[src/rtl/yiq2rgb_pkg.sv]
`timescale 1ns / 1ps
// ----------------------------------------------------------------------------
// yiq2rgb_pkg
// Shared widths, register indexes, matrix coefficients and stage types for
// the YIQ to RGB converter.
// ----------------------------------------------------------------------------
package yiq2rgb_pkg;

    // Field widths
    localparam int SAMPLE_WIDTH = 16;
    localparam int CHROMA_W     = 16;
    localparam int BLACK_W      = 16;
    localparam int LGAIN_W      = 24;
    localparam int CGAIN_W      = 16;

    // Configuration port
    localparam int CFG_DATA_W = 24;
    localparam int CFG_IDX_W  = 3;

    localparam logic [CFG_IDX_W-1:0] CFG_BLACK_LEVEL = CFG_IDX_W'(0);
    localparam logic [CFG_IDX_W-1:0] CFG_LUMA_GAIN   = CFG_IDX_W'(1);
    localparam logic [CFG_IDX_W-1:0] CFG_WHITE_75    = CFG_IDX_W'(2);
    localparam logic [CFG_IDX_W-1:0] CFG_CHROMA_GAIN = CFG_IDX_W'(3);
    localparam logic [CFG_IDX_W-1:0] CFG_MONO        = CFG_IDX_W'(4);

    // Register reset values
    localparam logic [BLACK_W-1:0] RST_BLACK_LEVEL = BLACK_W'(0);
    localparam logic [LGAIN_W-1:0] RST_LUMA_GAIN   = LGAIN_W'(65536);
    localparam logic [CGAIN_W-1:0] RST_CHROMA_GAIN = CGAIN_W'(4096);

    // Datapath widths
    localparam int D_W     = ((SAMPLE_WIDTH > BLACK_W) ? SAMPLE_WIDTH : BLACK_W) + 1;
    localparam int P_W     = D_W + LGAIN_W + 1;      // luma product, Q.16
    localparam int P5_W    = P_W + 3;                // room for times five
    localparam int Y_FRAC  = 14;
    localparam int Y_W     = SAMPLE_WIDTH + Y_FRAC;  // clamped luma, Q.14
    localparam int IV_W    = CHROMA_W + CGAIN_W;     // scaled chroma, Q.12
    localparam int COEF_W  = 16;
    localparam int PROD_W  = IV_W + COEF_W;          // matrix term, Q.26
    localparam int Y_SHIFT = 12;                     // Q.14 to Q.26
    localparam int CH_FRAC = Y_FRAC + Y_SHIFT;
    localparam int SUM_W   = ((Y_W + Y_SHIFT > PROD_W) ? Y_W + Y_SHIFT : PROD_W) + 2;

    localparam logic [Y_W-1:0] Y_MAX = {{SAMPLE_WIDTH{1'b1}}, {Y_FRAC{1'b0}}};

    // Matrix coefficients, Q2.14
    localparam logic signed [PROD_W-1:0] C_RI = PROD_W'(15663);
    localparam logic signed [PROD_W-1:0] C_RQ = PROD_W'(10174);
    localparam logic signed [PROD_W-1:0] C_GI = PROD_W'(4456);
    localparam logic signed [PROD_W-1:0] C_GQ = PROD_W'(10600);
    localparam logic signed [PROD_W-1:0] C_BI = PROD_W'(18137);
    localparam logic signed [PROD_W-1:0] C_BQ = PROD_W'(27918);

    // Register file contents
    typedef struct packed {
        logic [BLACK_W-1:0] black_level;
        logic [LGAIN_W-1:0] luma_gain;
        logic               white_75;
        logic [CGAIN_W-1:0] chroma_gain;
        logic               mono;
    } t_cfg;

    // Scaled sample between gain and matrix sections
    typedef struct packed {
        logic signed [P_W-1:0]  p;
        logic signed [IV_W-1:0] iv;
        logic signed [IV_W-1:0] qv;
        logic                   last;
    } t_scaled;

endpackage

[src/rtl/yiq2rgb_cfg.sv]
`timescale 1ns / 1ps
// ----------------------------------------------------------------------------
// yiq2rgb_cfg
// Configuration registers, written through a plain indexed write port.
// ----------------------------------------------------------------------------
module yiq2rgb_cfg (
    input  logic                              i_clk,
    input  logic                              i_rst_n,
    input  logic                              i_cfg_wr_en,
    input  logic [yiq2rgb_pkg::CFG_IDX_W-1:0]  i_cfg_index,
    input  logic [yiq2rgb_pkg::CFG_DATA_W-1:0] i_cfg_data,
    output yiq2rgb_pkg::t_cfg                 o_cfg
);

    yiq2rgb_pkg::t_cfg r_cfg;

    // Decode the index and store the write; unknown indexes are dropped
    always_ff @(posedge i_clk) begin
        if (!i_rst_n) begin
            r_cfg.black_level <= yiq2rgb_pkg::RST_BLACK_LEVEL;
            r_cfg.luma_gain   <= yiq2rgb_pkg::RST_LUMA_GAIN;
            r_cfg.white_75    <= 1'b0;
            r_cfg.chroma_gain <= yiq2rgb_pkg::RST_CHROMA_GAIN;
            r_cfg.mono        <= 1'b0;
        end else if (i_cfg_wr_en) begin
            unique case (i_cfg_index)
                yiq2rgb_pkg::CFG_BLACK_LEVEL: begin
                    r_cfg.black_level <= i_cfg_data[yiq2rgb_pkg::BLACK_W-1:0];
                end
                yiq2rgb_pkg::CFG_LUMA_GAIN: begin
                    r_cfg.luma_gain <= i_cfg_data[yiq2rgb_pkg::LGAIN_W-1:0];
                end
                yiq2rgb_pkg::CFG_WHITE_75: begin
                    r_cfg.white_75 <= i_cfg_data[0];
                end
                yiq2rgb_pkg::CFG_CHROMA_GAIN: begin
                    r_cfg.chroma_gain <= i_cfg_data[yiq2rgb_pkg::CGAIN_W-1:0];
                end
                yiq2rgb_pkg::CFG_MONO: begin
                    r_cfg.mono <= i_cfg_data[0];
                end
                default: begin
                end
            endcase
        end
    end

    assign o_cfg = r_cfg;

endmodule

[config.mk]
export PLATFORM = sky130hd
export DESIGN_NAME = yiq2rgb_cfg
export DESIGN_NICKNAME = d
export VERILOG_FILES = /design/src/rtl/yiq2rgb_pkg.sv /design/src/rtl/yiq2rgb_cfg.sv
export SDC_FILE = /design/constraint.sdc
export NUM_CORES = 1
export LEC_CHECK = 0
export BUFFER_PORTS_ARGS = -buffer_cell sky130_fd_sc_hd__clkbuf_2
export CAP_MARGIN = 20
export CORE_MARGIN = 4
export CORE_UTILIZATION = 45
export CTS_BUF_LIST = sky130_fd_sc_hd__clkbuf_4 sky130_fd_sc_hd__clkbuf_8
export CTS_CLUSTER_DIAMETER = 40
export DETAILED_ROUTE_END_ITERATION = 12
export GPL_TIMING_DRIVEN = 1
export PLACE_DENSITY_LB_ADDON = 0.15
export SYNTH_ARGS = -nofsm -noshare
export SYNTH_HDL_FRONTEND = slang
export SYNTH_SLANG_ARGS = --single-unit
[constraint.sdc]
create_clock -name i_clk -period 2.4 [get_ports i_clk]
set_clock_uncertainty 0.05 [all_clocks]
set_input_delay 0.36 -clock i_clk [delete_from_list [all_inputs] [get_ports i_clk]]
set_output_delay 0.36 -clock i_clk [all_outputs]
set_load 0.02 [all_outputs]
# [Word level (Yosys, flattened, before mapping)]
# Index checks and enable logic that the tools add are counted.
[op_classes] n_eq_ne=4 reduce_logical=6
[op_table] operator="2-bit AND reduction" n=5
[op_table] operator="3-bit by 2-bit equality test with 1-bit output (second input constant)" n=2
[op_table] operator="3-bit by 1-bit equality test with 1-bit output (second input constant)" n=1
[op_table] operator="3-bit equality test (second input constant)" n=1
[op_table] operator="3-bit logical NOT" n=1
[word_totals] reg_bits=58 input_bits=30 output_inout_bits=58 word_cells=15

# [Depth between registers and ports, before layout]
[logic_depth] depth_word=2 mapped_depth=4 depth_no_buf=2

# [Least setup slack after synthesis]
# Ideal clock, no wire load.
[synth_timing] path_kind="input port to flip-flop" startpoint="in i_cfg_index[0] (netlist bit)" endpoint="reg r_cfg, in the netlist o_cfg[42]" arrival_time_ps=1287 path_slack_ps=941 cell_stages=4 path_buffers=2 cell_sequence="or4b_1 buf_6 buf_12 mux2i_1"
[synth_via] elab_chain_cells=2
[synth_lines] item="start: declaration" line_no="yiq2rgb_cfg.sv:10" source="input logic [yiq2rgb_pkg::CFG_IDX_W-1:0] i_cfg_index,"
[synth_lines] item="3-bit logical NOT" line_no="yiq2rgb_cfg.sv:26" source="unique case (i_cfg_index)"
[synth_lines] item="2-bit AND reduction (no line)"
[synth_lines] item="end: declaration" line_no="yiq2rgb_cfg.sv:15" source="yiq2rgb_pkg::t_cfg r_cfg;"
# No other way between the ends.
# A chain may end at the register's enable or synchronous reset.

# [Worst setup path in the final report]
[layout_timing] startpoint="in i_cfg_index[1] (netlist bit)" endpoint="reg r_cfg, in the netlist o_cfg[51]"
# The elaborated chain is that of the path after synthesis.

==> summary.md <==
| Metric | Value |
|---|---|
| Post-Route WL | `4620 µm` |
| Die area | `6100 µm²` |
| Number of global-route vias before repair | `1728` |
| Post-DP HPWL | `3250 µm` |
| Chip Height | `78.1 µm` |
| Sequential-to-total area share from yosys stat | `52.5%` |
| Most common cell after layout, fill and taps aside | `clkbuf_2` |
| Max Cap Viol | `0` |
| Pwr/cell area | `711 nW/µm²` |
| CTS root buffer | `clkbuf_8` |
| Distinct cell type count after synthesis | `13` |
| GRT met3 Usage | `5.85%` |
| Hold_ws | `221 ps` |
| Hold_buf cts | `0` |
| Met1 usage | `20.0%` |
| Synth Net Count | `250` |
| Gate Count Post-Synth | `220` |
| Cell area after synthesis | `2210 µm²` |
| First-pass GRT wire length | `7980 µm` |
| Largest register FFs | `58` |
| Die W | `78.1 µm` |
| IO buf count | `87` |
| Largest net degree at the start of global routing | `44` |
| Drt wl/cell | `12.2 µm` |
| Slew margin rel. | `64.8%` |
| # fillers | `446` |
| Core Rows | `25` |
| Req. time, crit path | `2540 ps` |
| P&R area growth vs syn | `31.8%` |
| Diode count | `0` |
| Nets@finish | `338` |
| Sequential power share | `47.9%` |
| ANT nets after route | `0` |
| M2 GR Usage | `26.0%` |
| Clock Power Share | `44.2%` |
| Max Slew Vio Count | `0` |
| H-tree Lvls | `3` |
| Busiest grt layer | `met2` |
| Via density | `4.66` |
| Gpl congestion | `0.671` |
| Setup TNS | `0 ps` |
| Logic pwr share | `7.8%` |
| Placed inst area | `2710 µm²` |
| Critical path type | `primary input to register` |
| DR pass1 iterations | `4` |
| Minimum clock period | `1260 ps` |
| Nature of the critical path endpoint | `register` |
| Vias | `1768` |
| I/O pins | `88` |
| Worst-Skew Late Latency | `310 ps` |
| Fin crit share | `52.4%` |
| DRC | `0` |
| Post-cts sizing count | `0` |
| HP Class | `primary input to register` |
| Crit-path max FO | `16` |
| Ys Warns | `0` |
| Clock Path Buffers | `2` |
| RSZ-0062 raised after global routing | `no` |
| Final Hold Viols | `0` |
| Most frequent cells in the layout | `clkbuf_2 (87), nand2_1 (79), mux2i_1 (58), dfxtp_1 (58), clkbuf_8 (12)` |
| Worst slew pin tran | `528 ps` |
| Area of the core | `4750 µm²` |
| Switching Share | `22.0%` |
| Max Fclk | `0.795 GHz` |
| Initial DRC Count | `45` |
| Antenna violations before repair | `0` |
| Outcome | `finished clean` |
| Startpoint Class | `primary input` |
| Data arrival, critical path | `1400 ps` |
| Layout cells sized above 1 | `35.6%` |
| Internal | `0.00162 W` |
| Clock sinks | `58` |
| CTS Buf Count | `9` |
| Gr usage total | `16.4%` |
| Sw Pwr | `0.000455 W` |
| Endpoints failing setup | `0` |
| CTS tree | `done` |
| Starting density of the core | `46.5%` |
| Grt ovf | `0` |
| Peak VDD IR | `0.377 mV` |
| Setup bufs post-CTS | `0` |
| Mapped Avg Cell Area | `10.1 µm²` |
| Synth Register Bits | `58` |
| Leak | `1.48 nW` |
| Fin area | `2920 µm²` |
| Reg clk slew, reported paths | `60 ps` |
-- worst max-delay path, cell delays in order --
cell	delay, ps
clkbuf_2	130
or4b_1	510
buf_4	240
mux2i_1	150
-- stage by stage --
stage / instances / total power (W) / setup slack (ps) / utilization, %
after global placement: 364 / 0.00118 / 851 / 57.0
after detailed placement: 364 / 0.00118 / 809 / 57.0
after global routing: 379 / 0.00217 / 1080 / 61.3
after CTS: 379 / 0.00210 / 1130 / 61.3
after floorplan: 220 / 0.00112 / 941 / -
final: 379 / 0.00207 / 1140 / 61.3
-- layer usage --
layer	up-vias	part of all wire, %	routed length [µm]
li1	906	-	-
met1	805	44	2050
met2	51	47	2150
met3	6	8.0	369
met4	0	1.0	46
met5	-	0	0
-- cell usage after synthesis --
master	n	area share, %
dfxtp_1	58	52
buf_4	2	0.68
nand4b_1	1	0.40
clkbuf_1	9	1.5
buf_6	1	0.51
buf_12	1	0.91
or4b_1	1	0.45
nor4bb_1	1	0.45
and4bb_2	2	1.1
nand2_1	79	13
mux2i_1	58	26
nor2b_1	4	1.1
buf_2	3	0.68
-- kinds of logic after synthesis --
| family | synth area share (%) |
|---|---|
| simple gates | 17.0 |
| mux | 26.2 |
| flops | 52.5 |
| buf+inv | 4.30 |
-- worst paths after layout --
path                                     start        end  slack (ps)  cells past startpoint
worst max-delay path            i_cfg_index[1]  o_cfg[51]        1140                      4
worst min-delay path            i_cfg_data[19]  o_cfg[37]         220                      3
worst max register to register       o_cfg[34]  o_cfg[34]        1740                      2
worst min register to register       o_cfg[39]  o_cfg[39]         400                      2
-- power by group through the flow --
stage	logic (W)	clock network [W]	registers (W)
2_1_floorplan	0.0000739	0	0.00104
3_3_place_gp	0.000163	0	0.00102
3_5_place_dp	0.000165	0	0.00102
4_1_cts	0.000165	0.000942	0.000995
5_1_grt	0.000179	0.000995	0.000997
6_report	0.000163	0.000917	0.000995
-- area by class of cell --
cell class / instances / area (µm²) / area share, %
well taps: 67 / 83.8 / 2.87
clock buffers: 13 / 173 / 5.92
multi-input cells: 146 / 971 / 33.3
flip-flops and latches: 58 / 1160 / 39.8
repair buffers: 93 / 493 / 16.9
clock inverters: 2 / 35.0 / 1.20
(Power assumes the default switching activity.)
