`src/rtl/yiq2rgb_pkg.sv`:
```
`timescale 1ns / 1ps
// ----------------------------------------------------------------------------
// yiq2rgb_pkg
// Shared widths, register indexes, matrix coefficients and stage types for
// the YIQ to RGB converter.
// ----------------------------------------------------------------------------
package yiq2rgb_pkg;

    // Field widths
    localparam int SAMPLE_WIDTH = 16;
    localparam int CHROMA_W     = 16;
    localparam int BLACK_W      = 16;
    localparam int LGAIN_W      = 24;
    localparam int CGAIN_W      = 16;

    // Configuration port
    localparam int CFG_DATA_W = 24;
    localparam int CFG_IDX_W  = 3;

    localparam logic [CFG_IDX_W-1:0] CFG_BLACK_LEVEL = CFG_IDX_W'(0);
    localparam logic [CFG_IDX_W-1:0] CFG_LUMA_GAIN   = CFG_IDX_W'(1);
    localparam logic [CFG_IDX_W-1:0] CFG_WHITE_75    = CFG_IDX_W'(2);
    localparam logic [CFG_IDX_W-1:0] CFG_CHROMA_GAIN = CFG_IDX_W'(3);
    localparam logic [CFG_IDX_W-1:0] CFG_MONO        = CFG_IDX_W'(4);

    // Register reset values
    localparam logic [BLACK_W-1:0] RST_BLACK_LEVEL = BLACK_W'(0);
    localparam logic [LGAIN_W-1:0] RST_LUMA_GAIN   = LGAIN_W'(65536);
    localparam logic [CGAIN_W-1:0] RST_CHROMA_GAIN = CGAIN_W'(4096);

    // Datapath widths
    localparam int D_W     = ((SAMPLE_WIDTH > BLACK_W) ? SAMPLE_WIDTH : BLACK_W) + 1;
    localparam int P_W     = D_W + LGAIN_W + 1;      // luma product, Q.16
    localparam int P5_W    = P_W + 3;                // room for times five
    localparam int Y_FRAC  = 14;
    localparam int Y_W     = SAMPLE_WIDTH + Y_FRAC;  // clamped luma, Q.14
    localparam int IV_W    = CHROMA_W + CGAIN_W;     // scaled chroma, Q.12
    localparam int COEF_W  = 16;
    localparam int PROD_W  = IV_W + COEF_W;          // matrix term, Q.26
    localparam int Y_SHIFT = 12;                     // Q.14 to Q.26
    localparam int CH_FRAC = Y_FRAC + Y_SHIFT;
    localparam int SUM_W   = ((Y_W + Y_SHIFT > PROD_W) ? Y_W + Y_SHIFT : PROD_W) + 2;

    localparam logic [Y_W-1:0] Y_MAX = {{SAMPLE_WIDTH{1'b1}}, {Y_FRAC{1'b0}}};

    // Matrix coefficients, Q2.14
    localparam logic signed [PROD_W-1:0] C_RI = PROD_W'(15663);
    localparam logic signed [PROD_W-1:0] C_RQ = PROD_W'(10174);
    localparam logic signed [PROD_W-1:0] C_GI = PROD_W'(4456);
    localparam logic signed [PROD_W-1:0] C_GQ = PROD_W'(10600);
    localparam logic signed [PROD_W-1:0] C_BI = PROD_W'(18137);
    localparam logic signed [PROD_W-1:0] C_BQ = PROD_W'(27918);

    // Register file contents
    typedef struct packed {
        logic [BLACK_W-1:0] black_level;
        logic [LGAIN_W-1:0] luma_gain;
        logic               white_75;
        logic [CGAIN_W-1:0] chroma_gain;
        logic               mono;
    } t_cfg;

    // Scaled sample between gain and matrix sections
    typedef struct packed {
        logic signed [P_W-1:0]  p;
        logic signed [IV_W-1:0] iv;
        logic signed [IV_W-1:0] qv;
        logic                   last;
    } t_scaled;

endpackage

```
`src/rtl/yiq2rgb_scale.sv`:
```
`timescale 1ns / 1ps
// ----------------------------------------------------------------------------
// yiq2rgb_scale
// Stages 1-2: black level subtract and chroma gating, then luma and chroma
// gain multiplies.
// ----------------------------------------------------------------------------
module yiq2rgb_scale (
    input  logic                                    i_clk,
    input  logic                                    i_rst_n,
    input  yiq2rgb_pkg::t_cfg                       i_cfg,
    input  logic                                    i_valid,
    output logic                                    o_ready,
    input  logic [yiq2rgb_pkg::SAMPLE_WIDTH-1:0]    i_luma,
    input  logic signed [yiq2rgb_pkg::CHROMA_W-1:0] i_in_phase,
    input  logic signed [yiq2rgb_pkg::CHROMA_W-1:0] i_quadrature,
    input  logic                                    i_last_in_line,
    output logic                                    o_valid,
    input  logic                                    i_ready,
    output yiq2rgb_pkg::t_scaled                    o_data
);

    localparam int D_W  = yiq2rgb_pkg::D_W;
    localparam int P_W  = yiq2rgb_pkg::P_W;
    localparam int IV_W = yiq2rgb_pkg::IV_W;
    localparam int C_W  = yiq2rgb_pkg::CHROMA_W;

    logic w_rdy1;
    logic w_rdy2;

    // Stage 1 registers
    logic                  r_v1;
    logic signed [D_W-1:0] r_d;
    logic signed [C_W-1:0] r_i;
    logic signed [C_W-1:0] r_q;
    logic                  r_last1;

    // Stage 2 registers
    logic                   r_v2;
    logic signed [P_W-1:0]  r_p;
    logic signed [IV_W-1:0] r_iv;
    logic signed [IV_W-1:0] r_qv;
    logic                   r_last2;

    logic signed [D_W-1:0]  n_d;
    logic signed [C_W-1:0]  n_i;
    logic signed [C_W-1:0]  n_q;
    logic signed [P_W-1:0]  n_p;
    logic signed [IV_W-1:0] n_iv;
    logic signed [IV_W-1:0] n_qv;

    logic signed [P_W-1:0]  w_d_ext;
    logic signed [P_W-1:0]  w_lg_ext;
    logic signed [IV_W-1:0] w_i_ext;
    logic signed [IV_W-1:0] w_q_ext;
    logic signed [IV_W-1:0] w_cg_ext;

    // A stage advances when it is empty or the next one takes its item
    assign w_rdy2  = !r_v2 || i_ready;
    assign w_rdy1  = !r_v1 || w_rdy2;
    assign o_ready = w_rdy1;

    // Subtract black level; gate chroma in monochrome mode
    always_comb begin
        n_d = $signed(D_W'(i_luma)) - $signed(D_W'(i_cfg.black_level));
        n_i = i_cfg.mono ? '0 : i_in_phase;
        n_q = i_cfg.mono ? '0 : i_quadrature;
    end

    always_ff @(posedge i_clk) begin
        if (!i_rst_n) begin
            r_v1 <= 1'b0;
        end else if (w_rdy1) begin
            r_v1 <= i_valid;
        end
    end

    always_ff @(posedge i_clk) begin
        if (w_rdy1 && i_valid) begin
            r_d     <= n_d;
            r_i     <= n_i;
            r_q     <= n_q;
            r_last1 <= i_last_in_line;
        end
    end

    // Gain multiplies, operands extended to the product width
    always_comb begin
        w_d_ext  = P_W'(r_d);
        w_lg_ext = $signed(P_W'(i_cfg.luma_gain));
        w_i_ext  = IV_W'(r_i);
        w_q_ext  = IV_W'(r_q);
        w_cg_ext = $signed(IV_W'(i_cfg.chroma_gain));
        n_p      = w_d_ext * w_lg_ext;
        n_iv     = w_i_ext * w_cg_ext;
        n_qv     = w_q_ext * w_cg_ext;
    end

    always_ff @(posedge i_clk) begin
        if (!i_rst_n) begin
            r_v2 <= 1'b0;
        end else if (w_rdy2) begin
            r_v2 <= r_v1;
        end
    end

    always_ff @(posedge i_clk) begin
        if (w_rdy2 && r_v1) begin
            r_p     <= n_p;
            r_iv    <= n_iv;
            r_qv    <= n_qv;
            r_last2 <= r_last1;
        end
    end

    assign o_valid      = r_v2;
    assign o_data.p     = r_p;
    assign o_data.iv    = r_iv;
    assign o_data.qv    = r_qv;
    assign o_data.last  = r_last2;

`ifndef SYNTH
    // A blocked stage 2 item holds until the matrix section takes it
    a_s2_hold: assert property (@(posedge i_clk) disable iff (!i_rst_n)
        r_v2 && !i_ready |=> r_v2 && $stable(r_p) && $stable(r_iv) && $stable(r_qv))
        else $error("stage 2 item changed while stalled");

    // Stage 1 cannot be overwritten while stage 2 is blocked and full
    a_s1_hold: assert property (@(posedge i_clk) disable iff (!i_rst_n)
        r_v1 && r_v2 && !i_ready |=> r_v1 && $stable(r_d) && $stable(r_i))
        else $error("stage 1 item changed while stalled");
`endif

endmodule

```
`config.mk`:
```
export PLATFORM = sky130hd
export DESIGN_NAME = yiq2rgb_scale
export DESIGN_NICKNAME = d
export VERILOG_FILES = /design/src/rtl/yiq2rgb_pkg.sv /design/src/rtl/yiq2rgb_scale.sv
export SDC_FILE = /design/constraint.sdc
export NUM_CORES = 2
export LEC_CHECK = 0
export BUFFER_PORTS_ARGS = -buffer_cell sky130_fd_sc_hd__buf_2
export CORE_MARGIN = 1
export CORE_UTILIZATION = 45
export CTS_BUF_LIST = sky130_fd_sc_hd__clkbuf_16
export CTS_CLUSTER_DIAMETER = 50
export DETAILED_ROUTE_END_ITERATION = 8
export GPL_ROUTABILITY_DRIVEN = 0
export HOLD_SLACK_MARGIN = 0.1
export PLACE_DENSITY = 0.69
export SYNTH_ARGS = -nofsm -noshare
export SYNTH_HDL_FRONTEND = slang
export SYNTH_SLANG_ARGS = --single-unit
```
`constraint.sdc`:
```
create_clock -name i_clk -period 11 [get_ports i_clk]
set_input_delay 0 -clock i_clk [delete_from_list [all_inputs] [get_ports i_clk]]
set_output_delay 0 -clock i_clk [all_outputs]
set_load 0.05 [all_outputs]
```
### After elaboration in Yosys (flattened, before gate mapping)

Index checks and enable logic that the tools add are counted.

| word-level totals | value |
|---|---|
| register bits | 159 |
| bits of input ports | 111 |

| operators by class | value |
|---|---|
| $add $sub $neg | 1 |
| multiply operators | 3 |
| reductions and logical operators | 6 |

Operators by type and width:

| operator | count |
|---|---|
| multiplier 16 x 17 -> 32 bit | 2 |
| multiplier 17 x 25 -> 42 bit | 1 |
| subtractor 16 x 16 -> 17 bit | 1 |
| logical AND 1 bit | 2 |
| zero test 1 bit | 2 |
| logical OR 1 bit | 2 |

### Logic depth before layout (Yosys ltp)

| depth | value |
|---|---|
| depth in word-level cells | 4 |
| depth in mapped cells | 25 |
| depth with buffers taken out | 24 |

### Worst setup path after synthesis

OpenSTA, ideal clock, no wires.

| path | value |
|---|---|
| path kind | register to register |
| from | reg r_d[16] |
| to | reg r_p[41], data pin |
| library setup time | 0.262 ns |
| arrival time | 5.965 ns |
| slack | 4.773 ns |
| stages on the path, launching flop included | 22 |
| buffers on the path | 1 |
| clock period less this slack | 6.227 ns |
| path through | edfxtp_1 -> inv_1 -> clkbuf_1 -> nor2_1 -> fa_1 -> fa_1 -> fa_1 -> fa_1 -> fa_1 -> inv_1 -> fa_1 -> inv_1 -> ha_1 -> nand3_2 -> or4_4 -> a211oi_2 -> nor3_2 -> a31oi_4 -> a21oi_2 -> o21ai_2 -> a221oi_2 -> xnor2_1 |

| between the ends | value |
|---|---|
| longest elaborated chain between the ends | 1 |

RTL lines:

| element | line | source |
|---|---|---|
| from (decl) | yiq2rgb_scale.sv:32 | `logic signed [D_W-1:0] r_d;` |
| from (signal assigned) | yiq2rgb_scale.sv:79 | `r_d <= n_d;` |
| multiplier 17 x 25 -> 42 bit | yiq2rgb_scale.sv:93 | `n_p = w_d_ext * w_lg_ext;` |
| named net n_p[41] | yiq2rgb_scale.sv:47 | `logic signed [P_W-1:0] n_p;` |
| to (signal assigned) | yiq2rgb_scale.sv:108 | `r_p <= n_p;` |
| to (decl) | yiq2rgb_scale.sv:39 | `logic signed [P_W-1:0] r_p;` |

The timed path passes the listed nets, and every way through them passes these cells.
A chain may end at the register's enable or synchronous reset.

### Worst setup path in the final report

| path | value |
|---|---|
| from | reg r_d[3] |
| to | reg r_p[41], data pin |

The elaborated chain is that of the path after synthesis.

==> impl_metrics.prom <==
# TYPE chip_impl_metric gauge
chip_impl_info{name="synth_flop_type",value="edfxtp_1"} 1
chip_impl_metric{name="cp_max_fo",unit=""} 24
chip_impl_info{name="critical_path.endpoint_type",value="register"} 1
chip_impl_metric{name="ctsResizeCount",unit=""} 0
chip_impl_metric{name="worst_skew_pair.late_latency",unit="ns"} 0.52
chip_impl_metric{name="timing.fmax",unit="MHz"} 137
chip_impl_metric{name="drv_cap",unit=""} 0
chip_impl_info{name="worst_hold_path_type",value="in -> reg"} 1
chip_impl_metric{name="global_route_wire_length_before_repair",unit="mm"} 144
chip_impl_info{name="crit_chain",value="nand2_1 -> fa_1 -> inv_1 -> fa_1 -> inv_1 -> fa_1 -> inv_1 -> fa_1 -> fa_1 -> inv_1 -> fa_1 -> inv_1 -> ha_1 -> a21oi_1 -> o21ai_0 -> a21bo_2 -> nor3_2 -> a31oi_4 -> a21oi_2 -> o21ai_2 -> a221oi_2 -> xnor2_1"} 1
chip_impl_metric{name="maximum_number_of_pins_on_one_net_before_global_route_repair",unit=""} 51
chip_impl_metric{name="net_count_of_the_mapped_netlist",unit=""} 5115
chip_impl_metric{name="maxSlewViolCount",unit=""} 0
chip_impl_metric{name="cts.reportedPaths.clkPinSlew",unit="ns"} 0.09
chip_impl_metric{name="clockBufferDepth",unit=""} 2
chip_impl_info{name="cts_tree",value="yes"} 1
chip_impl_metric{name="worst_slew_pin_slew",unit="ns"} 1.25
chip_impl_metric{name="synth_cells",unit=""} 3894
chip_impl_metric{name="grt.overflow.total",unit=""} 0
chip_impl_metric{name="detail_route.wl_per_cell",unit="um"} 17.2
chip_impl_metric{name="floorplan.die.width",unit="um"} 287
chip_impl_metric{name="final_area",unit="um2"} 39800
chip_impl_metric{name="rows",unit=""} 104
chip_impl_metric{name="final_hold_viol_count",unit=""} 0
chip_impl_info{name="layout.cells.most_common_list",value="inv_1 (917), fa_1 (718), nand2_1 (532)"} 1
chip_impl_metric{name="cts_htree_levels",unit=""} 4
chip_impl_metric{name="gr-usage-all-layers",unit=""} 0.224
chip_impl_metric{name="remaining_drcs",unit=""} 0
chip_impl_metric{name="layout_cells_sized_above_1",unit=""} 0.0696
chip_impl_info{name="startpoint_class",value="register"} 1
chip_impl_metric{name="num_ports",unit=""} 220
chip_impl_metric{name="drt.antenna.violating_nets",unit=""} 0
chip_impl_metric{name="setup_viol",unit=""} 0
chip_impl_metric{name="placement.io_buffers",unit=""} 218
chip_impl_metric{name="timing.max_slew.rel_slack",unit=""} 0.167
chip_impl_metric{name="die_height",unit="um"} 287
chip_impl_metric{name="initial_antenna_violation_count",unit=""} 4
chip_impl_metric{name="number_of_buffers_added_by_the_clock_tree_synthesis_step",unit=""} 17
chip_impl_metric{name="wl",unit="mm"} 88.0
chip_impl_metric{name="cts_post_setup_buffers_inserted",unit=""} 0
chip_impl_metric{name="detailedRoute.firstPassIterationCount",unit=""} 5
chip_impl_metric{name="synth_edf_count",unit=""} 157
chip_impl_info{name="critPathKind",value="reg -> reg"} 1
chip_impl_metric{name="die_area",unit="um2"} 82500
chip_impl_metric{name="placed_cell_area",unit="um2"} 38500
chip_impl_metric{name="drt_first_iter_violations",unit=""} 1240
chip_impl_metric{name="syn_area_per_cell",unit="um2"} 9.40
chip_impl_metric{name="area_of_the_multi_input_gates",unit="um2"} 27800
chip_impl_metric{name="syn2layout_area_growth",unit="%"} 8.82
chip_impl_metric{name="max_stage_delay",unit="ns"} 1.15
chip_impl_info{name="status",value="finished clean"} 1
chip_impl_metric{name="synth_area",unit="um2"} 36600
chip_impl_metric{name="yosysWarnings",unit=""} 0
chip_impl_metric{name="finalCriticalPeriod",unit="ns"} 7.30
chip_impl_metric{name="finish.net_count",unit=""} 5274
chip_impl_metric{name="fillCellCount",unit=""} 7507
chip_impl_metric{name="cts_sinks",unit=""} 159
chip_impl_metric{name="drt-vias-per-instance",unit=""} 5.16
chip_impl_metric{name="ys_seq_area_frac",unit=""} 0.130
chip_impl_info{name="cts-root-buf",value="clkbuf_16"} 1
chip_impl_metric{name="number_of_global_route_vias_before_repair",unit=""} 28100
chip_impl_metric{name="floorplan.initialDensity",unit=""} 0.454
chip_impl_metric{name="fin_worst_skew",unit="ns"} 0.0197
chip_impl_info{name="rsz0062_at_grt",value="false"} 1
chip_impl_metric{name="cts_hold_buf",unit=""} 70
chip_impl_metric{name="regArea",unit="um2"} 4750
chip_impl_info{name="layout.cells.most_common",value="inv_1"} 1
chip_impl_metric{name="period_share",unit=""} 0.663
chip_impl_metric{name="via_count",unit=""} 26400
chip_impl_info{name="critical-path-top-delay-family",value="adder cells"} 1
chip_impl_metric{name="critical_path_arrival",unit="ns"} 7.55
chip_impl_metric{name="synth-seq-cells",unit=""} 159
chip_impl_metric{name="coreArea",unit="um2"} 80500
chip_impl_metric{name="cp_bufs_invs",unit=""} 5
chip_impl_metric{name="synth_cell_type_count",unit=""} 70
chip_impl_metric{name="required_time_at_the_worst_slack_endpoint",unit="ns"} 11.25
chip_impl_metric{name="detailed_place_hpwl",unit="mm"} 66.5
chip_impl_metric{name="async_flop_share",unit=""} 0
chip_impl_info{name="worst_path_slowest_cell",value="edfxtp_1"} 1
chip_impl_info{name="path_common_cell",value="fa_1"} 1
chip_impl_metric{name="fin_util",unit=""} 0.494
chip_impl_metric{name="setup_tns",unit="ns"} 0
-- routing by layer --
| metal | vias up | routed length [um] | GRT usage |
|---|---|---|---|
| met4 | 8 | 2890 | 0.0855 |
| met2 | 660 | 46800 | 0.406 |
| met5 | - | 42 | 0 |
| met1 | 13600 | 34100 | 0.265 |
| met3 | 175 | 4180 | 0.0351 |
| li1 | 12000 | - | - |
-- metrics by stage --
stage | setup slack [ns] | cells | hold slack, ns
6_report | 3.70 | 5128 | 0.114
4_1_cts | 3.77 | 5126 | 0.102
3_3_place_gp | 3.86 | 5024 | 0.191
2_1_floorplan | 4.77 | 3894 | 0.0989
5_1_grt | 3.46 | 5126 | 0.136
3_5_place_dp | 3.83 | 5024 | 0.183
-- kinds of logic (layout without fill, tap and decap cells) --
| kind of cell | after synthesis | count (layout) | share of synthesized area |
|---|---|---|---|
| other | 0 | 2 | 0 |
| AOI/OAI and AO/OA | 294 | 294 | 0.0531 |
| DFF | 159 | 159 | 0.130 |
| xor gates and xnor gates | 107 | 107 | 0.0256 |
| adders and majority gates | 1110 | 1110 | 0.527 |
| buffers and inverters | 1073 | 1245 | 0.110 |
| and+or+nand+nor | 1151 | 1151 | 0.154 |
-- Yosys cell counts (11+ instances only) --
library cell,number,area [um2]
nor3_1,13,65.1
o21a_1,11,82.6
fa_1,718,14400
nand3_1,12,60.1
clkbuf_1,154,578
nor2_1,83,312
o21ai_0,39,195
o21bai_1,13,97.6
edfxtp_1,157,4710
xor2_1,26,228
nor2b_1,50,313
and2_1,387,2420
xnor2_1,81,709
and3_1,11,68.8
a21o_1,50,375
ha_1,392,4900
nand2_1,532,2000
a21oi_1,97,485
inv_1,916,3440
a31oi_1,13,81.3
nand2b_1,38,238
-- worst register-to-register path, stage by stage, from the launching register on --
cell	delay, ns
edfxtp_1	1.15
nand2_1	0.20
fa_1	0.55
inv_1	0.05
fa_1	0.52
inv_1	0.06
fa_1	0.49
inv_1	0.05
fa_1	0.49
fa_1	0.49
inv_1	0.05
fa_1	0.55
inv_1	0.06
ha_1	0.34
a21oi_1	0.17
o21ai_0	0.14
a21bo_2	0.24
nor3_2	0.45
a31oi_4	0.19
a21oi_2	0.22
o21ai_2	0.12
a221oi_2	0.33
xnor2_1	0.11
-- cell type report --
| type | instances | share of cell area |
|---|---|---|
| multi-input cells | 2662 | 0.698 |
| flip-flops and latches | 159 | 0.119 |
| inverters | 916 | 0.0863 |
| repair buffers | 297 | 0.0467 |
| well taps | 1060 | 0.0333 |
| clock buffers | 17 | 0.0107 |
| clock inverters | 15 | 0.00503 |
| diodes | 2 | 0.000126 |
-- final timing paths --
kind | startpoint | to | slack (ns) | cells after the start
max | r_d[3]$_DFFE_PP_ | r_p[41]$_DFFE_PP_ | 3.70 | 22
max reg2reg | r_d[3]$_DFFE_PP_ | r_p[41]$_DFFE_PP_ | 3.70 | 22
min | i_cfg[47] | r_d[5]$_DFFE_PP_ | 0.11 | 4
min reg2reg | r_last1$_DFFE_PP_ | r_last2$_DFFE_PP_ | 0.43 | 0
-- registers in the layout, indices dropped and copies added, names as in the netlist, 16 cells and up --
name	flops
r_q	16
r_qv	32
r_d	17
r_iv	32
r_p	42
r_i	16
Power is left out: the tool's default activity adds up to more than one toggle a clock period on the data nets, which glitch-free logic cannot reach.
