[src/rtl/yiq2rgb_pkg.sv]
`timescale 1ns / 1ps
// ----------------------------------------------------------------------------
// yiq2rgb_pkg
// Shared widths, register indexes, matrix coefficients and stage types for
// the YIQ to RGB converter.
// ----------------------------------------------------------------------------
package yiq2rgb_pkg;

    // Field widths
    localparam int SAMPLE_WIDTH = 16;
    localparam int CHROMA_W     = 16;
    localparam int BLACK_W      = 16;
    localparam int LGAIN_W      = 24;
    localparam int CGAIN_W      = 16;

    // Configuration port
    localparam int CFG_DATA_W = 24;
    localparam int CFG_IDX_W  = 3;

    localparam logic [CFG_IDX_W-1:0] CFG_BLACK_LEVEL = CFG_IDX_W'(0);
    localparam logic [CFG_IDX_W-1:0] CFG_LUMA_GAIN   = CFG_IDX_W'(1);
    localparam logic [CFG_IDX_W-1:0] CFG_WHITE_75    = CFG_IDX_W'(2);
    localparam logic [CFG_IDX_W-1:0] CFG_CHROMA_GAIN = CFG_IDX_W'(3);
    localparam logic [CFG_IDX_W-1:0] CFG_MONO        = CFG_IDX_W'(4);

    // Register reset values
    localparam logic [BLACK_W-1:0] RST_BLACK_LEVEL = BLACK_W'(0);
    localparam logic [LGAIN_W-1:0] RST_LUMA_GAIN   = LGAIN_W'(65536);
    localparam logic [CGAIN_W-1:0] RST_CHROMA_GAIN = CGAIN_W'(4096);

    // Datapath widths
    localparam int D_W     = ((SAMPLE_WIDTH > BLACK_W) ? SAMPLE_WIDTH : BLACK_W) + 1;
    localparam int P_W     = D_W + LGAIN_W + 1;      // luma product, Q.16
    localparam int P5_W    = P_W + 3;                // room for times five
    localparam int Y_FRAC  = 14;
    localparam int Y_W     = SAMPLE_WIDTH + Y_FRAC;  // clamped luma, Q.14
    localparam int IV_W    = CHROMA_W + CGAIN_W;     // scaled chroma, Q.12
    localparam int COEF_W  = 16;
    localparam int PROD_W  = IV_W + COEF_W;          // matrix term, Q.26
    localparam int Y_SHIFT = 12;                     // Q.14 to Q.26
    localparam int CH_FRAC = Y_FRAC + Y_SHIFT;
    localparam int SUM_W   = ((Y_W + Y_SHIFT > PROD_W) ? Y_W + Y_SHIFT : PROD_W) + 2;

    localparam logic [Y_W-1:0] Y_MAX = {{SAMPLE_WIDTH{1'b1}}, {Y_FRAC{1'b0}}};

    // Matrix coefficients, Q2.14
    localparam logic signed [PROD_W-1:0] C_RI = PROD_W'(15663);
    localparam logic signed [PROD_W-1:0] C_RQ = PROD_W'(10174);
    localparam logic signed [PROD_W-1:0] C_GI = PROD_W'(4456);
    localparam logic signed [PROD_W-1:0] C_GQ = PROD_W'(10600);
    localparam logic signed [PROD_W-1:0] C_BI = PROD_W'(18137);
    localparam logic signed [PROD_W-1:0] C_BQ = PROD_W'(27918);

    // Register file contents
    typedef struct packed {
        logic [BLACK_W-1:0] black_level;
        logic [LGAIN_W-1:0] luma_gain;
        logic               white_75;
        logic [CGAIN_W-1:0] chroma_gain;
        logic               mono;
    } t_cfg;

    // Scaled sample between gain and matrix sections
    typedef struct packed {
        logic signed [P_W-1:0]  p;
        logic signed [IV_W-1:0] iv;
        logic signed [IV_W-1:0] qv;
        logic                   last;
    } t_scaled;

endpackage

[src/rtl/yiq2rgb_matrix.sv]
`timescale 1ns / 1ps
// ----------------------------------------------------------------------------
// yiq2rgb_matrix
// Stages 3-5: luma scaling and clamp with matrix products, channel sums,
// then channel clamp into the output register.
// ----------------------------------------------------------------------------
module yiq2rgb_matrix (
    input  logic                                 i_clk,
    input  logic                                 i_rst_n,
    input  yiq2rgb_pkg::t_cfg                    i_cfg,
    input  logic                                 i_valid,
    output logic                                 o_ready,
    input  yiq2rgb_pkg::t_scaled                 i_data,
    output logic                                 o_valid,
    input  logic                                 i_ready,
    output logic [yiq2rgb_pkg::SAMPLE_WIDTH-1:0] o_red,
    output logic [yiq2rgb_pkg::SAMPLE_WIDTH-1:0] o_green,
    output logic [yiq2rgb_pkg::SAMPLE_WIDTH-1:0] o_blue,
    output logic                                 o_line_end
);

    localparam int SW     = yiq2rgb_pkg::SAMPLE_WIDTH;
    localparam int P_W    = yiq2rgb_pkg::P_W;
    localparam int P5_W   = yiq2rgb_pkg::P5_W;
    localparam int Y_W    = yiq2rgb_pkg::Y_W;
    localparam int PROD_W = yiq2rgb_pkg::PROD_W;
    localparam int SUM_W  = yiq2rgb_pkg::SUM_W;
    localparam int FRAC   = yiq2rgb_pkg::CH_FRAC;

    // Negative sums give zero; integer part saturates at full scale
    function automatic logic [SW-1:0] to_channel(input logic signed [SUM_W-1:0] s);
        logic [SW-1:0] v;
        if (s[SUM_W-1]) begin
            v = '0;
        end else if (|s[SUM_W-1:FRAC+SW]) begin
            v = '1;
        end else begin
            v = s[FRAC+SW-1:FRAC];
        end
        return v;
    endfunction

    logic w_rdy3;
    logic w_rdy4;
    logic w_rdy5;

    // Stage 3 registers
    logic                     r_v3;
    logic [Y_W-1:0]           r_y;
    logic signed [PROD_W-1:0] r_ri;
    logic signed [PROD_W-1:0] r_rq;
    logic signed [PROD_W-1:0] r_gi;
    logic signed [PROD_W-1:0] r_gq;
    logic signed [PROD_W-1:0] r_bi;
    logic signed [PROD_W-1:0] r_bq;
    logic                     r_last3;

    // Stage 4 registers
    logic                    r_v4;
    logic signed [SUM_W-1:0] r_sum_r;
    logic signed [SUM_W-1:0] r_sum_g;
    logic signed [SUM_W-1:0] r_sum_b;
    logic                    r_last4;

    // Stage 5 (output) registers
    logic          r_v5;
    logic [SW-1:0] r_red;
    logic [SW-1:0] r_green;
    logic [SW-1:0] r_blue;
    logic          r_last5;

    logic signed [P5_W-1:0]   w_p5;
    logic signed [P5_W-1:0]   w_y_full;
    logic                     w_p_pos;
    logic [Y_W-1:0]           n_y;
    logic signed [PROD_W-1:0] w_iv_e;
    logic signed [PROD_W-1:0] w_qv_e;
    logic signed [SUM_W-1:0]  w_y26;
    logic signed [SUM_W-1:0]  n_sum_r;
    logic signed [SUM_W-1:0]  n_sum_g;
    logic signed [SUM_W-1:0]  n_sum_b;

    // Ready chain: a stage advances when empty or drained downstream
    assign w_rdy5  = !r_v5 || i_ready;
    assign w_rdy4  = !r_v4 || w_rdy5;
    assign w_rdy3  = !r_v3 || w_rdy4;
    assign o_ready = w_rdy3;

    // Luma: Q.16 product to Q.14, times 5/4 in 75% white mode, clamped
    always_comb begin
        w_p5     = P5_W'(i_data.p);
        w_p_pos  = !i_data.p[P_W-1] && (i_data.p != '0);
        w_y_full = i_cfg.white_75 ? ((w_p5 + (w_p5 <<< 2)) >>> 4) : (w_p5 >>> 2);
        if (!w_p_pos) begin
            n_y = '0;
        end else if ($unsigned(w_y_full) > P5_W'(yiq2rgb_pkg::Y_MAX)) begin
            n_y = yiq2rgb_pkg::Y_MAX;
        end else begin
            n_y = Y_W'(w_y_full);
        end
        w_iv_e = PROD_W'(i_data.iv);
        w_qv_e = PROD_W'(i_data.qv);
    end

    always_ff @(posedge i_clk) begin
        if (!i_rst_n) begin
            r_v3 <= 1'b0;
        end else if (w_rdy3) begin
            r_v3 <= i_valid;
        end
    end

    // Matrix products, one per coefficient
    always_ff @(posedge i_clk) begin
        if (w_rdy3 && i_valid) begin
            r_y     <= n_y;
            r_ri    <= w_iv_e * yiq2rgb_pkg::C_RI;
            r_rq    <= w_qv_e * yiq2rgb_pkg::C_RQ;
            r_gi    <= w_iv_e * yiq2rgb_pkg::C_GI;
            r_gq    <= w_qv_e * yiq2rgb_pkg::C_GQ;
            r_bi    <= w_iv_e * yiq2rgb_pkg::C_BI;
            r_bq    <= w_qv_e * yiq2rgb_pkg::C_BQ;
            r_last3 <= i_data.last;
        end
    end

    // Channel sums in Q.26
    always_comb begin
        w_y26   = $signed(SUM_W'({r_y, {yiq2rgb_pkg::Y_SHIFT{1'b0}}}));
        n_sum_r = w_y26 + SUM_W'(r_ri) + SUM_W'(r_rq);
        n_sum_g = w_y26 - SUM_W'(r_gi) - SUM_W'(r_gq);
        n_sum_b = w_y26 - SUM_W'(r_bi) + SUM_W'(r_bq);
    end

    always_ff @(posedge i_clk) begin
        if (!i_rst_n) begin
            r_v4 <= 1'b0;
        end else if (w_rdy4) begin
            r_v4 <= r_v3;
        end
    end

    always_ff @(posedge i_clk) begin
        if (w_rdy4 && r_v3) begin
            r_sum_r <= n_sum_r;
            r_sum_g <= n_sum_g;
            r_sum_b <= n_sum_b;
            r_last4 <= r_last3;
        end
    end

    // Clamp into the output register
    always_ff @(posedge i_clk) begin
        if (!i_rst_n) begin
            r_v5 <= 1'b0;
        end else if (w_rdy5) begin
            r_v5 <= r_v4;
        end
    end

    always_ff @(posedge i_clk) begin
        if (w_rdy5 && r_v4) begin
            r_red   <= to_channel(r_sum_r);
            r_green <= to_channel(r_sum_g);
            r_blue  <= to_channel(r_sum_b);
            r_last5 <= r_last4;
        end
    end

    assign o_valid    = r_v5;
    assign o_red      = r_red;
    assign o_green    = r_green;
    assign o_blue     = r_blue;
    assign o_line_end = r_last5;

`ifndef SYNTH
    // Clamped luma never exceeds full scale in Q.14
    a_y_range: assert property (@(posedge i_clk) disable iff (!i_rst_n)
        r_v3 |-> r_y <= yiq2rgb_pkg::Y_MAX)
        else $error("luma above full scale");

    // Sums hold while the output register is blocked
    a_s4_hold: assert property (@(posedge i_clk) disable iff (!i_rst_n)
        r_v4 && !w_rdy5 |=> r_v4 && $stable(r_sum_r) && $stable(r_sum_g)
            && $stable(r_sum_b) && $stable(r_last4))
        else $error("stage 4 item changed while stalled");
`endif

endmodule

[config.mk]
export PLATFORM = sky130hd
export DESIGN_NAME = yiq2rgb_matrix
export DESIGN_NICKNAME = d
export VERILOG_FILES = /design/src/rtl/yiq2rgb_pkg.sv /design/src/rtl/yiq2rgb_matrix.sv
export SDC_FILE = /design/constraint.sdc
export NUM_CORES = 2
export LEC_CHECK = 0
export BUFFER_PORTS_ARGS = -buffer_cell sky130_fd_sc_hd__buf_2
export CORE_UTILIZATION = 60
export CTS_CLUSTER_DIAMETER = 30
export DETAILED_ROUTE_END_ITERATION = 10
export PLACE_DENSITY = 0.78
export SETUP_SLACK_MARGIN = 0.5
export SLEW_MARGIN = 25
export SYNTH_ARGS = -nofsm -noshare
export SYNTH_HDL_FRONTEND = slang
export SYNTH_SLANG_ARGS = --single-unit
[constraint.sdc]
create_clock -name i_clk -period 24.9 [get_ports i_clk]
set_clock_uncertainty 0.15 [all_clocks]
set_input_delay 4.98 -clock i_clk [delete_from_list [all_inputs] [get_ports i_clk]]
set_output_delay 4.98 -clock i_clk [all_outputs]
set_load 0.005 [all_outputs]
# == Word level (Yosys, flattened, before mapping) ==
# Cells that the tools add are included.
# word_totals
register_bits,509
input_bits,169
out_inout_bits,51
elab_cells,56
# classes
addsub,7
n_mul,6
order_cmp,1
n_mux,5
bitwise,1
n_reduce_logical,16
# ops
op,n
"32-bit by 15-bit multiplier with 47-bit output, second input constant",2
49-bit by 48-bit adder with 50-bit output,1
48-bit by 47-bit adder with 49-bit output,1
43-bit by 48-bit subtractor with 49-bit output,1
43-bit by 47-bit adder with 48-bit output,1
"32-bit by 16-bit multiplier with 48-bit output, second input constant",1
16-bit 2-to-1 mux,3
47-bit by 47-bit subtractor with 48-bit output,1
43-bit by 46-bit subtractor with 47-bit output,1
"32-bit by 14-bit multiplier with 46-bit output, second input constant",1
42-bit by 44-bit adder with 45-bit output,1
"45-bit by 30-bit > comparator with 1-bit output, second input constant",1
45-bit 2-to-1 mux,1
"32-bit by 12-bit multiplier with 44-bit output, second input constant",1
"32-bit by 11-bit multiplier with 43-bit output, second input constant",1
42-bit nonzero test,1
30-bit 2-to-1 mux,1
8-bit OR reduction,3
1-bit logical AND,4
1-bit logical NOT,4
1-bit logical OR,3
2-bit OR reduction,1
1-bit NOT,1

# == Longest topological paths before layout ==
# depth
depth_word,5
mapped_depth,25
ltp_nobuf,25

# == Worst setup path after synthesis ==
# OpenSTA, ideal clock, no wires.
# synth_path
path_kind,input port to flip-flop
from,input port i_ready
to,"register r_bi[10], enable pin"
setup_time_ns,1.139
t_arrival_ns,19.880
required_time_ns,23.611
setup_slack_ns,3.731
cell_stages,2
n_path_buf,0
path_cell_list,nor2b_1 -> a31oi_1
# synth_between
elab_chain_len,4
# synth_lines
element,line,text
"start, declared",yiq2rgb_matrix.sv:15,"input logic i_ready,"
1-bit logical OR,yiq2rgb_matrix.sv:84,assign w_rdy5 = !r_v5 || i_ready;
1-bit logical OR,yiq2rgb_matrix.sv:85,assign w_rdy4 = !r_v4 || w_rdy5;
1-bit logical OR,yiq2rgb_matrix.sv:86,assign w_rdy3 = !r_v3 || w_rdy4;
1-bit logical AND,yiq2rgb_matrix.sv:115,if (w_rdy3 && i_valid) begin
"end signal, assigned",yiq2rgb_matrix.sv:121,r_bi <= w_iv_e * yiq2rgb_pkg::C_BI;
"end, declared",yiq2rgb_matrix.sv:54,logic signed [PROD_W-1:0] r_bi;
# Every way passes these cells.
# A chain may end at the register's enable or synchronous reset.

# == Final worst setup path ==
# layout_path
from,input port i_data[44] (netlist bit)
to,"register r_ri[45], data pin"
# layout_between
elab_chain_len,1
# layout_lines
element,line,text
"start, declared",yiq2rgb_matrix.sv:13,"input yiq2rgb_pkg::t_scaled i_data,"
32-bit by 15-bit multiplier with 47-bit output,yiq2rgb_matrix.sv:117,r_ri <= w_iv_e * yiq2rgb_pkg::C_RI;
"end signal, assigned",yiq2rgb_matrix.sv:117,
"end, declared",yiq2rgb_matrix.sv:50,logic signed [PROD_W-1:0] r_ri;
# Every way passes these cells.

==> results.toml <==
[placed_design]
hpwlAfterDp_mm = 154
io_buffers = 162
gp_congestion = 0.970
placed_area_mm2 = 0.0745

[floorplan]
die_x_um = 348
row_count = 126
start_util = 0.607
fp.dieH_um = 348
core_area_mm2 = 0.118
boundaryPins = 220
die_area_mm2 = 0.121

[sta]
rsz0062_at_grt = "false"
finalCriticalPeriod_ps = 12690
fin_setup_tns_ps = 0
slew_violations = 0
finalHoldViolCount = 0
setup_violations = 0
clock.fmax_ghz = 0.0788
hold_slack_ps = 278
worstMarginPinSlew_ps = 1080
slew_headroom = 0.274
fin_crit_sh = 0.510

[grt]
track_usage = 0.309
grt_pass1_vias = 52500
antenna_found_initial = 6
grt-ovfl-total = 0
grt_max_degree = 80
grt_pass1_wl_mm = 288

[logic_synthesis]
ys_ff_latch = 421
synthFlopType = "edfxtp_1"
synth_nets = 9501
synth-seq-area-share = 0.176
synthArstFlopShare = 0
yosys_warnings = 0
syn_inst = 7181
synth_adder_area_share = 0.489
synth_compound_area_frac = 0.104
synthXorXnorAreaFrac = 0.0530
ys_types = 83
syn_avg_cell_area_um2 = 10.0
synth_area_mm2 = 0.0718
synth_top_family_by_area = "adder cells"
synthMuxAreaShare = 0.00467
synth-edff-count = 418
yosys.area_share.simple = 0.0716

[final_layout]
fin_util = 0.643
syn_to_final_growth_pct = 6.06
nNetsFinal = 9661
final_area_mm2 = 0.0762
drive_gt1_frac = 0.0436

[drt]
post_drt_wl_per_cell_um = 20.3
first_iter_violations = 4011
routed_via_density = 5.66
post-route-drc-count = 0
via_count = 50800
wirelength_mm = 182
first_pass_iters = 6
ant_nets = 0

[setup_path]
timing.rr.end = "r_sum_b[47]$_DFFE_PP_"
cp.required_ps = 25160
slowest_delay_ps = 940
cpMostUsedCell = "fa_1"
critical_path.slowest_cell = "o31ai_1"
crit_arrival_ps = 12950
cp-end-kind = "flop"
start_kind = "primary input"
path_cells = "buf_2 > fa_1 > inv_1 > fa_1 > inv_1 > fa_1 > fa_1 > fa_1 > inv_1 > fa_1 > inv_1 > ha_1 > and4_1 > o21ai_0 > o21ai_0 > nor4_1 > o31ai_1 > a22oi_1 > o31ai_1 > a221oi_1 > o21ai_0 > xor2_1"
r2r_slack_ps = 19610
crit_fanout = 16
crit_buf_inv = 5
crit_family = "adder cells"
critPathKind = "in -> reg"
r2r_start = "r_y[2]$_SDFFCE_PP0P_"
reg2reg_depth = 14

[cts]
postCtsHoldBufs = 0
cts_resized = 0
numCtsBuffers = 47
cts-root-buf = "clkbuf_16"
cts.sinks = 421
clk_pin_slew_ps = 70
clk_latency_ps = 580
cts_tree = "done"
postCtsSetupBuffers = 0
ctsHtreeMaxLevel = 2
cts.path.max_buffers = 3

[run_status]
status = "finished clean"

[run]
maxCapViolCount = 0

[hold_path]
hp-class = "reg -> reg"
min_delay_path_depth = 0
min_from = "r_last3$_DFFE_PP_"
holdPathEnd = "r_last4$_DFFE_PP_"
==> cell families (layout without fill, tap and decap cells) <==
kind of cell,after synthesis,count (layout)
simple gates,1043,1043
xor+xnor,435,435
mux,33,33
buf+inv,1953,2151
flops,421,421
fa+ha+maj,2152,2152
other cells,0,2
compound gates,1144,1144
==> flip-flops by register name (all words and copies together) (netlist names), 24 cells and up <==
signal	flops
r_bq	47
r_gq	43
r_bi	47
r_rq	43
r_y	30
r_ri	47
r_gi	41
r_sum_b	24
==> stage by stage <==
step           cells  worst slack (ps)
6_report        8981             12210
5_1_grt         8981             12040
4_1_cts         8979             12460
3_5_place_dp    8892             11930
3_3_place_gp    8892             12020
2_1_floorplan   7181              3730
==> metal layers <==
layer  up-vias  wire, um  global-route usage
li1      23600         -                   -
met1     25200     76600               0.422
met2      1694     86100               0.506
met3       350     11900              0.0413
met4         2      7850               0.112
met5         -        11                   0
==> cells in the mapped netlist, types with 7 or more instances <==
library cell,number,area [um2]
or3_1,21,131
o221ai_1,7,61.3
inv_1,1882,7060
o31a_1,8,70.1
a21oi_1,334,1670
and4_1,11,96.3
a41oi_1,10,87.6
or2_2,20,125
nor4_1,23,144
a31o_2,8,70.1
clkbuf_1,60,225
a211oi_1,35,263
and2_1,61,382
nor2b_1,62,388
o21ai_0,203,1020
a2111oi_0,9,78.8
edfxtp_1,418,12600
o21bai_1,32,240
nand2b_1,56,350
nor3b_1,21,158
o21a_1,56,420
a311oi_1,8,70.1
a211o_1,14,123
and3_1,39,244
a31oi_1,35,219
ha_1,1062,13300
xnor2_1,281,2460
o31ai_1,23,173
nand4_1,57,357
a21boi_0,17,128
nor2_1,319,1200
nor3_1,70,350
o211ai_1,22,165
a221oi_1,9,78.8
nand3_1,71,355
mux2i_1,29,290
nand2_1,198,743
xor2_1,154,1350
fa_1,1089,21800
a21o_1,221,1660
o41ai_1,11,96.3
==> area by class of cell <==
class                   count  area (um2)
repair buffers            179         938
inverters                1885        7080
fillers                  9415       42200
flip-flops and latches    421       12600
clock buffers              50        1210
clock inverters            37         423
multi-input cells        4807       51900
diodes                      2        5.00
well taps                1600        2000
==> worst max path at each step <==
stage,start,to,slack [ps],depth (start not counted)
2_1_floorplan,i_ready,r_bi[10]$_DFFE_PP_,3730,2
3_3_place_gp,i_data[44],r_ri[45]$_DFFE_PP_,12020,22
3_5_place_dp,i_data[44],r_ri[45]$_DFFE_PP_,11930,22
4_1_cts,i_data[44],r_ri[45]$_DFFE_PP_,12460,22
5_1_grt,i_data[44],r_ri[45]$_DFFE_PP_,12040,22
6_report,i_data[44],r_ri[45]$_DFFE_PP_,12210,22
==> placed cells by master, fill, tap and decap left out, types with 29 or more instances in the layout <==
master / count
nand2_1: 198
a21o_1: 221
nor2b_1: 61
nand2b_1: 56
xnor2_1: 281
nor3_1: 70
nor2_1: 319
and3_1: 39
a21oi_1: 334
a211oi_1: 35
mux2i_1: 29
clkbuf_16: 48
o21bai_1: 32
fa_1: 1089
and2_1: 61
xor2_1: 154
a31oi_1: 34
o21a_1: 56
inv_1: 1882
o21ai_0: 203
buf_2: 162
edfxtp_1: 418
nand3_1: 71
ha_1: 1062
nand4_1: 57
Power is not shown: default switching activity piles up to over one toggle a cycle in this logic, so the estimate is an artifact.
